==> src/stlp_pkg.sv <==
// ----------------------------------------------------------------------------
// stlp_pkg
// Shared types and constants of the subtitle timing line parser.
// ----------------------------------------------------------------------------
`timescale 1ns / 1ps

package stlp_pkg;

  localparam int QUEUE_DEPTH = 4;

  localparam logic [7:0] CH_DASH  = 8'h2D;
  localparam logic [7:0] CH_GT    = 8'h3E;
  localparam logic [7:0] CH_COLON = 8'h3A;
  localparam logic [7:0] CH_DOT   = 8'h2E;
  localparam logic [7:0] CH_COMMA = 8'h2C;
  localparam logic [7:0] CH_ZERO  = 8'h30;
  localparam logic [7:0] CH_NINE  = 8'h39;
  localparam logic [7:0] CH_SPACE = 8'h20;
  localparam logic [7:0] CH_TAB   = 8'h09;
  localparam logic [7:0] CH_CR    = 8'h0D;

  typedef enum logic [2:0] {
    CLS_IGNORE = 3'd0,
    CLS_WS     = 3'd1,
    CLS_DIGIT  = 3'd2,
    CLS_COLON  = 3'd3,
    CLS_SEP    = 3'd4,
    CLS_OTHER  = 3'd5
  } token_class_t;

  typedef enum logic [1:0] {
    STATUS_OK        = 2'd0,
    STATUS_NO_ARROW  = 2'd1,
    STATUS_MALFORMED = 2'd2,
    STATUS_OVERFLOW  = 2'd3
  } status_t;

  typedef struct packed {
    token_class_t cls;
    logic [3:0]   digit;
    logic         flush;
    logic         last;
    logic         arrow;
  } token_t;

endpackage

==> src/stlp_front.sv <==
// ----------------------------------------------------------------------------
// stlp_front
// Arrow search and byte classification; turns each byte into a token.
// ----------------------------------------------------------------------------
`timescale 1ns / 1ps

module stlp_front (
  input  logic             clk,
  input  logic             rst,
  input  logic             s_tvalid,
  output logic             s_tready,
  input  logic [7:0]       s_tdata,
  input  logic             s_tlast,
  output logic             tok_valid,
  input  logic             tok_ready,
  output stlp_pkg::token_t tok
);
  import stlp_pkg::*;

  logic       arrow_seen;
  logic       arrow_seen_next;
  logic [1:0] dash_run;
  logic [1:0] dash_run_next;
  token_class_t cls;

  always_comb begin
    if (s_tdata >= CH_ZERO && s_tdata <= CH_NINE) begin
      cls = CLS_DIGIT;
    end else if (s_tdata == CH_COLON) begin
      cls = CLS_COLON;
    end else if (s_tdata == CH_DOT || s_tdata == CH_COMMA) begin
      cls = CLS_SEP;
    end else if (s_tdata == CH_SPACE || (s_tdata >= CH_TAB && s_tdata <= CH_CR)) begin
      cls = CLS_WS;
    end else begin
      cls = CLS_OTHER;
    end
  end

  always_comb begin
    arrow_seen_next = arrow_seen;
    dash_run_next   = dash_run;
    tok.cls   = CLS_IGNORE;
    tok.digit = 4'(s_tdata - CH_ZERO);
    tok.flush = 1'b0;
    tok.last  = s_tlast;
    if (!arrow_seen) begin
      if (s_tdata == CH_DASH) begin
        if (dash_run == 2'd2) begin
          tok.cls = CLS_OTHER;
        end else begin
          dash_run_next = dash_run + 2'd1;
        end
      end else if (s_tdata == CH_GT && dash_run == 2'd2) begin
        arrow_seen_next = 1'b1;
        dash_run_next   = '0;
      end else begin
        tok.flush     = (dash_run != 2'd0);
        dash_run_next = '0;
        tok.cls       = cls;
      end
    end
    tok.arrow = arrow_seen_next;
  end

  assign tok_valid = s_tvalid;
  assign s_tready  = tok_ready;

  always_ff @(posedge clk) begin
    if (rst) begin
      arrow_seen <= 1'b0;
      dash_run   <= '0;
    end else if (s_tvalid && tok_ready) begin
      if (s_tlast) begin
        arrow_seen <= 1'b0;
        dash_run   <= '0;
      end else begin
        arrow_seen <= arrow_seen_next;
        dash_run   <= dash_run_next;
      end
    end
  end

endmodule

==> src/stlp_queue.sv <==
// ----------------------------------------------------------------------------
// stlp_queue
// Small token queue between the front and the back end.
// ----------------------------------------------------------------------------
`timescale 1ns / 1ps

module stlp_queue (
  input  logic             clk,
  input  logic             rst,
  input  logic             in_valid,
  output logic             in_ready,
  input  stlp_pkg::token_t in_tok,
  output logic             out_valid,
  input  logic             out_ready,
  output stlp_pkg::token_t out_tok
);
  import stlp_pkg::*;

  localparam int PTR_W = $clog2(QUEUE_DEPTH);

  token_t           slots [QUEUE_DEPTH];
  logic [PTR_W-1:0] wr_ptr;
  logic [PTR_W-1:0] rd_ptr;
  logic [PTR_W:0]   fill;
  logic             push;
  logic             pop;

  assign in_ready  = (fill != (PTR_W+1)'(QUEUE_DEPTH));
  assign out_valid = (fill != '0);
  assign out_tok   = slots[rd_ptr];
  assign push      = in_valid && in_ready;
  assign pop       = out_valid && out_ready;

  always_ff @(posedge clk) begin
    if (push) begin
      slots[wr_ptr] <= in_tok;
    end
  end

  always_ff @(posedge clk) begin
    if (rst) begin
      wr_ptr <= '0;
      rd_ptr <= '0;
      fill   <= '0;
    end else begin
      if (push) begin
        wr_ptr <= wr_ptr + PTR_W'(1);
      end
      if (pop) begin
        rd_ptr <= rd_ptr + PTR_W'(1);
      end
      if (push && !pop) begin
        fill <= fill + (PTR_W+1)'(1);
      end else if (pop && !push) begin
        fill <= fill - (PTR_W+1)'(1);
      end
    end
  end

endmodule

==> src/stlp_back.sv <==
// ----------------------------------------------------------------------------
// stlp_back
// Timestamp field parser and end-of-line millisecond conversion.
// ----------------------------------------------------------------------------
`timescale 1ns / 1ps

module stlp_back #(
  parameter int  TIME_BITS = 48,
  localparam int OUT_W     = ((TIME_BITS + 2 + 7) / 8) * 8
) (
  input  logic             clk,
  input  logic             rst,
  input  logic             tok_valid,
  output logic             tok_ready,
  input  stlp_pkg::token_t tok,
  input  logic [1:0]       min_frac,
  output logic             m_tvalid,
  input  logic             m_tready,
  output logic [OUT_W-1:0] m_tdata
);
  import stlp_pkg::*;

  typedef enum logic [4:0] {
    ST_PARSE = 5'b00001,
    ST_HM    = 5'b00010,
    ST_MS    = 5'b00100,
    ST_FRAC  = 5'b01000,
    ST_DONE  = 5'b10000
  } state_t;

  typedef enum logic [3:0] {
    PH_LEAD  = 4'b0001,
    PH_INT   = 4'b0010,
    PH_FLEAD = 4'b0100,
    PH_FRAC  = 4'b1000
  } phase_t;

  localparam int MW = TIME_BITS + 11;
  localparam int DW = TIME_BITS + 4;
  localparam logic [TIME_BITS-1:0] LIMIT = '1;

  state_t               state;
  phase_t               phase;
  phase_t               phase_next;
  logic [1:0]           colon_count;
  logic [1:0]           colon_count_next;
  logic [TIME_BITS-1:0] fields [0:2];
  logic                 has_digit;
  logic                 has_digit_next;
  logic [9:0]           frac_val;
  logic [9:0]           frac_val_next;
  logic [1:0]           frac_cnt;
  logic [1:0]           frac_cnt_next;
  logic                 pend_space;
  logic                 pend_space_next;
  logic                 err_mal;
  logic                 err_mal_next;
  logic                 err_ovf;
  logic                 err_ovf_next;
  logic                 arrow;
  logic [TIME_BITS-1:0] total;
  logic                 out_valid;
  logic [OUT_W-1:0]     out_data;

  logic                 fld_we;
  logic [DW-1:0]        dig_sum;
  logic                 dig_ovf;
  logic [TIME_BITS-1:0] dig_res;
  logic                 int_path;
  logic                 frac_path;

  logic [TIME_BITS-1:0] mul_a;
  logic [9:0]           mul_k;
  logic [TIME_BITS-1:0] mul_b;
  logic [MW-1:0]        mul_sum;
  logic                 mul_ovf;
  logic [TIME_BITS-1:0] mul_res;
  logic [TIME_BITS-1:0] h_sel;
  logic [TIME_BITS-1:0] m_sel;
  logic [TIME_BITS-1:0] s_sel;
  logic [9:0]           frac_ms;
  status_t              status;
  logic [TIME_BITS-1:0] start_ms;
  logic                 load_out;

  assign tok_ready = (state == ST_PARSE);

  // field digit accumulate, saturating
  assign dig_sum = {4'b0, fields[colon_count]} * DW'(10) + DW'(tok.digit);
  assign dig_ovf = |dig_sum[DW-1:TIME_BITS];
  assign dig_res = dig_ovf ? LIMIT : dig_sum[TIME_BITS-1:0];

  always_comb begin
    phase_next       = phase;
    colon_count_next = colon_count;
    has_digit_next   = has_digit;
    frac_val_next    = frac_val;
    frac_cnt_next    = frac_cnt;
    pend_space_next  = pend_space;
    err_mal_next     = err_mal;
    err_ovf_next     = err_ovf;
    fld_we           = 1'b0;
    int_path         = 1'b0;
    frac_path        = 1'b0;

    if (tok.flush && !(phase == PH_FRAC && frac_cnt == 2'd3)) begin
      err_mal_next = 1'b1;
    end

    if (tok.cls != CLS_IGNORE) begin
      unique case (phase)
        PH_LEAD: begin
          if (tok.cls != CLS_WS) begin
            phase_next = PH_INT;
            int_path   = 1'b1;
          end
        end
        PH_INT: begin
          int_path = 1'b1;
        end
        PH_FLEAD: begin
          if (tok.cls != CLS_WS) begin
            phase_next = PH_FRAC;
            frac_path  = 1'b1;
          end
        end
        PH_FRAC: begin
          frac_path = 1'b1;
        end
        default: begin
          phase_next = phase;
        end
      endcase
    end

    if (int_path) begin
      case (tok.cls)
        CLS_DIGIT: begin
          fld_we         = 1'b1;
          has_digit_next = 1'b1;
          err_ovf_next   = err_ovf | dig_ovf;
        end
        CLS_COLON: begin
          if (!has_digit || colon_count == 2'd2) begin
            err_mal_next = 1'b1;
          end else begin
            colon_count_next = colon_count + 2'd1;
          end
          has_digit_next = 1'b0;
        end
        CLS_SEP: begin
          if (!has_digit) begin
            err_mal_next = 1'b1;
          end
          phase_next = PH_FLEAD;
        end
        default: begin
          err_mal_next = 1'b1;
        end
      endcase
    end

    if (frac_path && frac_cnt != 2'd3) begin
      if (tok.cls == CLS_WS) begin
        pend_space_next = 1'b1;
      end else begin
        if (pend_space) begin
          err_mal_next = 1'b1;
        end
        pend_space_next = 1'b0;
        if (tok.cls == CLS_DIGIT) begin
          frac_val_next = 10'({4'b0, frac_val} * 14'd10 + 14'(tok.digit));
        end else begin
          err_mal_next = 1'b1;
        end
        frac_cnt_next = frac_cnt + 2'd1;
      end
    end
  end

  always_comb begin
    h_sel = '0;
    m_sel = '0;
    s_sel = fields[0];
    if (colon_count == 2'd1) begin
      m_sel = fields[0];
      s_sel = fields[1];
    end else if (colon_count == 2'd2) begin
      h_sel = fields[0];
      m_sel = fields[1];
      s_sel = fields[2];
    end
  end

  always_comb begin
    case (frac_cnt)
      2'd0:    frac_ms = '0;
      2'd1:    frac_ms = 10'(frac_val * 10'd100);
      2'd2:    frac_ms = 10'(frac_val * 10'd10);
      default: frac_ms = frac_val;
    endcase
  end

  // shared multiply-add, saturating
  always_comb begin
    unique case (state)
      ST_HM: begin
        mul_a = h_sel;
        mul_k = 10'd60;
        mul_b = m_sel;
      end
      ST_MS: begin
        mul_a = total;
        mul_k = 10'd60;
        mul_b = s_sel;
      end
      default: begin
        mul_a = total;
        mul_k = 10'd1000;
        mul_b = TIME_BITS'(frac_ms);
      end
    endcase
  end

  assign mul_sum = MW'(mul_a) * MW'(mul_k) + MW'(mul_b);
  assign mul_ovf = |mul_sum[MW-1:TIME_BITS];
  assign mul_res = mul_ovf ? LIMIT : mul_sum[TIME_BITS-1:0];

  always_comb begin
    if (!arrow) begin
      status = STATUS_NO_ARROW;
    end else if (err_mal) begin
      status = STATUS_MALFORMED;
    end else if (err_ovf) begin
      status = STATUS_OVERFLOW;
    end else begin
      status = STATUS_OK;
    end
    start_ms = (status == STATUS_OK) ? total : '0;
  end

  assign load_out = (state == ST_DONE) && (!out_valid || m_tready);
  assign m_tvalid = out_valid;
  assign m_tdata  = out_data;

  always_ff @(posedge clk) begin
    if (load_out) begin
      out_data <= OUT_W'({start_ms, status});
    end
  end

  always_ff @(posedge clk) begin
    if (rst) begin
      state       <= ST_PARSE;
      phase       <= PH_LEAD;
      colon_count <= '0;
      fields[0]   <= '0;
      fields[1]   <= '0;
      fields[2]   <= '0;
      has_digit   <= 1'b0;
      frac_val    <= '0;
      frac_cnt    <= '0;
      pend_space  <= 1'b0;
      err_mal     <= 1'b0;
      err_ovf     <= 1'b0;
      arrow       <= 1'b0;
      total       <= '0;
      out_valid   <= 1'b0;
    end else begin
      if (load_out) begin
        out_valid <= 1'b1;
      end else if (m_tready) begin
        out_valid <= 1'b0;
      end
      unique case (state)
        ST_PARSE: begin
          if (tok_valid) begin
            phase       <= phase_next;
            colon_count <= colon_count_next;
            has_digit   <= has_digit_next;
            frac_val    <= frac_val_next;
            frac_cnt    <= frac_cnt_next;
            pend_space  <= pend_space_next;
            err_mal     <= err_mal_next;
            err_ovf     <= err_ovf_next;
            if (fld_we) begin
              fields[colon_count] <= dig_res;
            end
            if (tok.last) begin
              arrow <= tok.arrow;
              state <= ST_HM;
            end
          end
        end
        ST_HM: begin
          if (phase == PH_LEAD || phase == PH_INT || frac_cnt < min_frac) begin
            err_mal <= 1'b1;
          end
          total   <= mul_res;
          err_ovf <= err_ovf | mul_ovf;
          state   <= ST_MS;
        end
        ST_MS: begin
          total   <= mul_res;
          err_ovf <= err_ovf | mul_ovf;
          state   <= ST_FRAC;
        end
        ST_FRAC: begin
          total   <= mul_res;
          err_ovf <= err_ovf | mul_ovf;
          state   <= ST_DONE;
        end
        ST_DONE: begin
          if (load_out) begin
            // clear line state for the next line
            phase       <= PH_LEAD;
            colon_count <= '0;
            fields[0]   <= '0;
            fields[1]   <= '0;
            fields[2]   <= '0;
            has_digit   <= 1'b0;
            frac_val    <= '0;
            frac_cnt    <= '0;
            pend_space  <= 1'b0;
            err_mal     <= 1'b0;
            err_ovf     <= 1'b0;
            arrow       <= 1'b0;
            state       <= ST_PARSE;
          end
        end
        default: begin
          state <= ST_PARSE;
        end
      endcase
    end
  end

endmodule

==> src/subtitle_timing_line_parser_top.sv <==
// ----------------------------------------------------------------------------
// subtitle_timing_line_parser_top
// Start time of one subtitle cue line, in milliseconds.
// ----------------------------------------------------------------------------
// Usage:
//   The slave channel takes one byte of a text line per beat, with tlast on
//   the final byte. For each line one result beat leaves on the master
//   channel: a status and the start time found before the first "-->".
//   The config channel writes min_fraction_digits; write it only while idle.
// Flow:
//   Bytes are taken at one per cycle while the token queue has room. After
//   the last byte of a line is accepted, its token passes through the queue
//   and the back end, when free, steps through ST_HM, ST_MS, ST_FRAC and
//   ST_DONE: three passes through one shared multiply-add unit plus the
//   result load into the output register. A four-entry token queue lets
//   the input keep flowing meanwhile.
// Reset:
//   Clears all line state and the queue; min_fraction_digits returns to 2.
// Stall:
//   A result waits in the output register while m_tready is low; bytes keep
//   being accepted until the queue fills, then s_tready drops.
// ----------------------------------------------------------------------------
`timescale 1ns / 1ps

module subtitle_timing_line_parser_top #(
  parameter int  TIME_BITS = 48,
  localparam int OUT_W     = ((TIME_BITS + 2 + 7) / 8) * 8
) (
  input  logic             clk,
  input  logic             rst,
  input  logic             s_tvalid,
  output logic             s_tready,
  input  logic [7:0]       s_tdata,   // char_code
  input  logic             s_tlast,
  output logic             m_tvalid,
  input  logic             m_tready,
  output logic [OUT_W-1:0] m_tdata,   // status [1:0], start_ms, zero pad
  input  logic             cfg_valid,
  output logic             cfg_ready,
  input  logic [1:0]       cfg_data   // min_fraction_digits
);
  import stlp_pkg::*;

  logic       min_frac;
  logic [1:0] min_frac_digits;
  token_t     front_tok;
  token_t     back_tok;
  logic       front_valid;
  logic       front_ready;
  logic       back_valid;
  logic       back_ready;

  assign cfg_ready = 1'b1;
  assign min_frac  = cfg_valid && cfg_ready;

  always_ff @(posedge clk) begin
    if (rst) begin
      min_frac_digits <= 2'd2;
    end else if (min_frac) begin
      min_frac_digits <= cfg_data;
    end
  end

  stlp_front u_front (
    .clk       (clk),
    .rst       (rst),
    .s_tvalid  (s_tvalid),
    .s_tready  (s_tready),
    .s_tdata   (s_tdata),
    .s_tlast   (s_tlast),
    .tok_valid (front_valid),
    .tok_ready (front_ready),
    .tok       (front_tok)
  );

  stlp_queue u_queue (
    .clk       (clk),
    .rst       (rst),
    .in_valid  (front_valid),
    .in_ready  (front_ready),
    .in_tok    (front_tok),
    .out_valid (back_valid),
    .out_ready (back_ready),
    .out_tok   (back_tok)
  );

  stlp_back #(
    .TIME_BITS (TIME_BITS)
  ) u_back (
    .clk       (clk),
    .rst       (rst),
    .tok_valid (back_valid),
    .tok_ready (back_ready),
    .tok       (back_tok),
    .min_frac  (min_frac_digits),
    .m_tvalid  (m_tvalid),
    .m_tready  (m_tready),
    .m_tdata   (m_tdata)
  );

endmodule

==> config.mk <==
export PLATFORM = sky130hd
export DESIGN_NAME = subtitle_timing_line_parser_top
export DESIGN_NICKNAME = d
export VERILOG_FILES = /design/src/stlp_pkg.sv /design/src/stlp_front.sv /design/src/stlp_queue.sv /design/src/stlp_back.sv /design/src/subtitle_timing_line_parser_top.sv
export SDC_FILE = /design/constraint.sdc
export NUM_CORES = 2
export LEC_CHECK = 0
export ABC_AREA = 0
export BUFFER_PORTS_ARGS = -buffer_cell sky130_fd_sc_hd__buf_2
export CORE_UTILIZATION = 51
export DETAILED_ROUTE_END_ITERATION = 10
export PLACE_DENSITY = 0.72
export SYNTH_ARGS = -nofsm -noshare
export SYNTH_HDL_FRONTEND = slang
export SYNTH_HIERARCHICAL = 1
export SYNTH_SLANG_ARGS = --single-unit
==> constraint.sdc <==
create_clock -name clk -period 7.1 [get_ports clk]
set_input_delay 0.355 -clock clk [delete_from_list [all_inputs] [get_ports clk]]
set_output_delay 0.355 -clock clk [all_outputs]
set_load 0.1 [all_outputs]
==> summary.md <==
| Metric | Value |
|---|---|
| Crit path DAT | `7900 ps` |
| Largest net degree at the start of global routing | `109` |
| Synth Area in XOR/XNOR | `0.04229` |
| Critical Path End Type | `register` |
| Reg2reg end | `u_back/err_ovf$_SDFFE_PP0P_` |
| First-pass iteration count of the detailed router | `6` |
| FP Rows | `98` |
| Port bufs | `67` |
| Initial core utilization | `0.5188` |
| Num CTS Buffers | `42` |
| DIE WIDTH | `272.4 µm` |
| Kind of critical path | `reg -> reg` |
| Max-slew violations | `0` |
| Ys async rst share | `0` |
| Hold Fails Final Rpt | `0` |
| Cells after Synth | `3999` |
| Initial antenna violation count | `3` |
| Main combinational cell family by area after synthesis | `adder cells` |
| First-pass GRT wire length | `160.7 mm` |
| Max cap viols | `0` |
| Fill count | `5811` |
| GPL Wtd Cong | `0.9242` |
| Synth Flop Type | `edfxtp_1` |
| Syn-to-layout area delta | `18.76%` |
| Tot GR Track Use | `0.2723` |
| Post-synthesis simple-gate area fraction | `0.1263` |
| Post-Syn Area | `0.03728 mm²` |
| Global route total overflow | `0` |
| DR vias/cell | `5.817` |
| Synth area leader | `edfxtp_1` |
| Num ports | `75` |
| Largest cells by area after synthesis | `edfxtp_1 (23%), fa_1 (16%), ha_1 (11%)` |
| Leak pwr | `0.01987 µW` |
| Delay of the slowest cell on the worst path | `490 ps` |
| Slew margin rel. | `0.3215` |
| Core Box Area | `0.07185 mm²` |
| HPWL after DPL | `77.94 mm` |
| Ant. Diodes | `0` |
| Reg2Reg Depth | `30` |
| Multiplexer area fraction after synthesis | `0.05102` |
| Vias in the first global route | `30350` |
| Placed instance area | `0.04116 mm²` |
| Crit share post-route | `1.046` |
| Hold depth | `1` |
| Via count | `31040` |
| Synth Area in Compound Gates | `0.1547` |
| Worst vdd ir | `0.3363 mV` |
| Drt wl/cell | `19.49 µm` |
| Post-route DRC violation count | `0` |
| Critical-path maximum fanout | `14` |
| Final WS setup | `-328.3 ps` |
| EDFF count, synth | `282` |
| Yosys top cell area share | `0.2272` |
| Final ANT Viol Nets | `0` |
| Outcome | `finished, violations left` |
| Die Span Y | `272.4 µm` |
| Worst-path clk slew | `60 ps` |
| Design area | `0.04427 mm²` |
| Startpoint Class | `register` |
| Worst skew pair latency | `610 ps` |
| Clock Sinks | `375` |
| DIE AREA | `0.07418 mm²` |
| Minimum clock period | `7428 ps` |
| PwrDens | `323.4 mW/mm²` |
| Clock buffer depth | `3` |
| Worst EP required | `7570 ps` |
| Commonest non-fill, non-tap cell in the layout | `inv_1` |
| Tot Pwr | `14320 µW` |
| Final-report setup violation count | `49` |
| Layout cells sized above 1 | `0.2045` |
| Ys Warns | `6` |
| Iteration-0 DRC Markers | `3113` |
| Synth Register Bits | `375` |
| Cell variety after synth | `92` |
| Syn avg cell area | `9.322 µm²` |
| Unrepaired setup endpoints after global routing | `yes` |
| Fmax | `134.6 MHz` |
| Hold Path Class | `in -> reg` |
| HP Start | `s_tlast` |
| Most frequent cells in the layout | `inv_1 (505), buf_4 (417), nand2_1 (394), a21oi_1 (360), ha_1 (295)` |
| Hold Path End | `u_queue/slots[2][1]$_DFFE_PP_` |
| Post-Synth Adder-Cell Area | `0.2687` |
| Worst R2R Start | `u_back/state[2]$_SDFFE_PP0P_` |
| Routed WL | `104.0 mm` |
| Htree depth | `2` |
| CP most frequent cell | `fa_1` |
| Clock root buffer | `clkbuf_16` |
| Flop2flop setup slack | `-330 ps` |
| Seq/Total Area, Yosys | `0.2771` |
| Failing checks | `setup timing` |
| Nets | `4988` |
| Slowest CP cell | `fa_1` |
| TritonCTS clock tree | `done` |
| Clock skew | `46.67 ps` |
| Slew at the pin closest to its max-slew limit | `1018 ps` |
| Crit path launch | `u_back/state[2]$_SDFFE_PP0P_` |
-- Yosys cell counts (59+ instances only) --
library cell / number
inv_1: 516
nand2_1: 416
a21oi_1: 397
ha_1: 319
fa_1: 301
edfxtp_1: 282
nor2_1: 258
clkbuf_1: 174
o21ai_0: 154
xnor2_1: 107
dfxtp_1: 93
xor2_1: 73
and2_1: 65
nand3_1: 63
a22oi_1: 59
-- critical path: cells and delay by family, from the launching register on --
family / cells / cell delay (ps)
flip-flops: 1 / 330
AO/OA/AOI/OAI: 6 / 1390
buffers and inverters: 10 / 1120
AND/OR/NAND/NOR: 8 / 1750
adder cells (fa/ha/maj): 6 / 2640
-- cells by family (layout without fill, tap and decap cells) --
group,after synthesis,count (layout)
flops,375,375
other cells,2,7
simple gates,1027,1027
fa+ha+maj,620,620
buf+inv,746,1128
xor+xnor,180,180
compound gates,932,932
mux,117,117
-- flip-flops by register name, indices dropped and copies added, names as in the netlist, 3 cells and up, named ones only --
signal           count
u_back/phase         4
u_back/state         5
u_back/total        48
u_back/frac_val     10
u_back/fields      192
u_queue/slots       40
u_back/m_tdata      50
u_queue/fill         3
-- how the worst max path moves through the flow --
stage	to	cells past startpoint	slack, ps
2_1_floorplan	u_back/total[1]$_SDFFE_PP0P_	30	2
3_3_place_gp	u_back/err_ovf$_SDFFE_PP0P_	28	-580
3_5_place_dp	u_back/total[4]$_SDFFE_PP0P_	29	-760
4_1_cts	u_back/total[2]$_SDFFE_PP0P_	32	-240
5_1_grt	u_back/total[2]$_SDFFE_PP0P_	33	-580
6_report	u_back/err_ovf$_SDFFE_PP0P_	30	-330
-- through the flow --
step | std cells | setup WS, ps | hold WS [ps] | TNS, ps | util
final | 5336 | -328.3 | 44.51 | -10370 | 0.6161
after global routing | 5336 | -581.9 | 55.49 | -25080 | 0.6161
after CTS | 5312 | -240.4 | 19.02 | -7140 | 0.6032
after detailed placement | 5207 | -755.2 | 464.2 | -29320 | 0.5728
after global placement | 5207 | -576.1 | 443.9 | -20970 | 0.5728
after floorplan | 4004 | 2.338 | 427.4 | 0 | -
-- where the power goes --
part	switching, µW	internal [µW]
Combinational	5480	3870
Clock	992	1220
Sequential	194	2560
Total	6670	7650
-- what timing repair did --
| item | in CTS | in global routing |
|---|---|---|
| buffers inserted | 20 | 19 |
| hold buffers | 3 | 0 |
| hold endpoints to repair | 2 | 0 |
| setup endpoints to repair | 49 | 236 |
| pin swaps | 41 | 45 |
| gates resized for setup | 136 | 165 |
| cloned | 4 | 5 |
-- layout make-up --
| class | instances | area, µm² | share of cell area |
|---|---|---|---|
| clock inverter | 24 | 240.2 | 0.005426 |
| sequential | 375 | 10340 | 0.2336 |
| clock buffer | 54 | 1156 | 0.02611 |
| multi-input combinational | 2883 | 25080 | 0.5665 |
| timing repair buffer | 533 | 4312 | 0.09739 |
| inverter | 517 | 1956 | 0.04417 |
| tap | 950 | 1189 | 0.02685 |
-- layer usage --
layer  vias up  share of wire  GRT usage  wire length, µm
met5         -              0          0                0
met2      1262           0.46     0.4300            47450
met4         0          0.020    0.06047             2057
met3       132          0.095    0.05069             9832
met1     15070           0.43     0.3883            44640
li1      14580              -          -                -
Note: power is estimated with default switching activity, not from simulation.
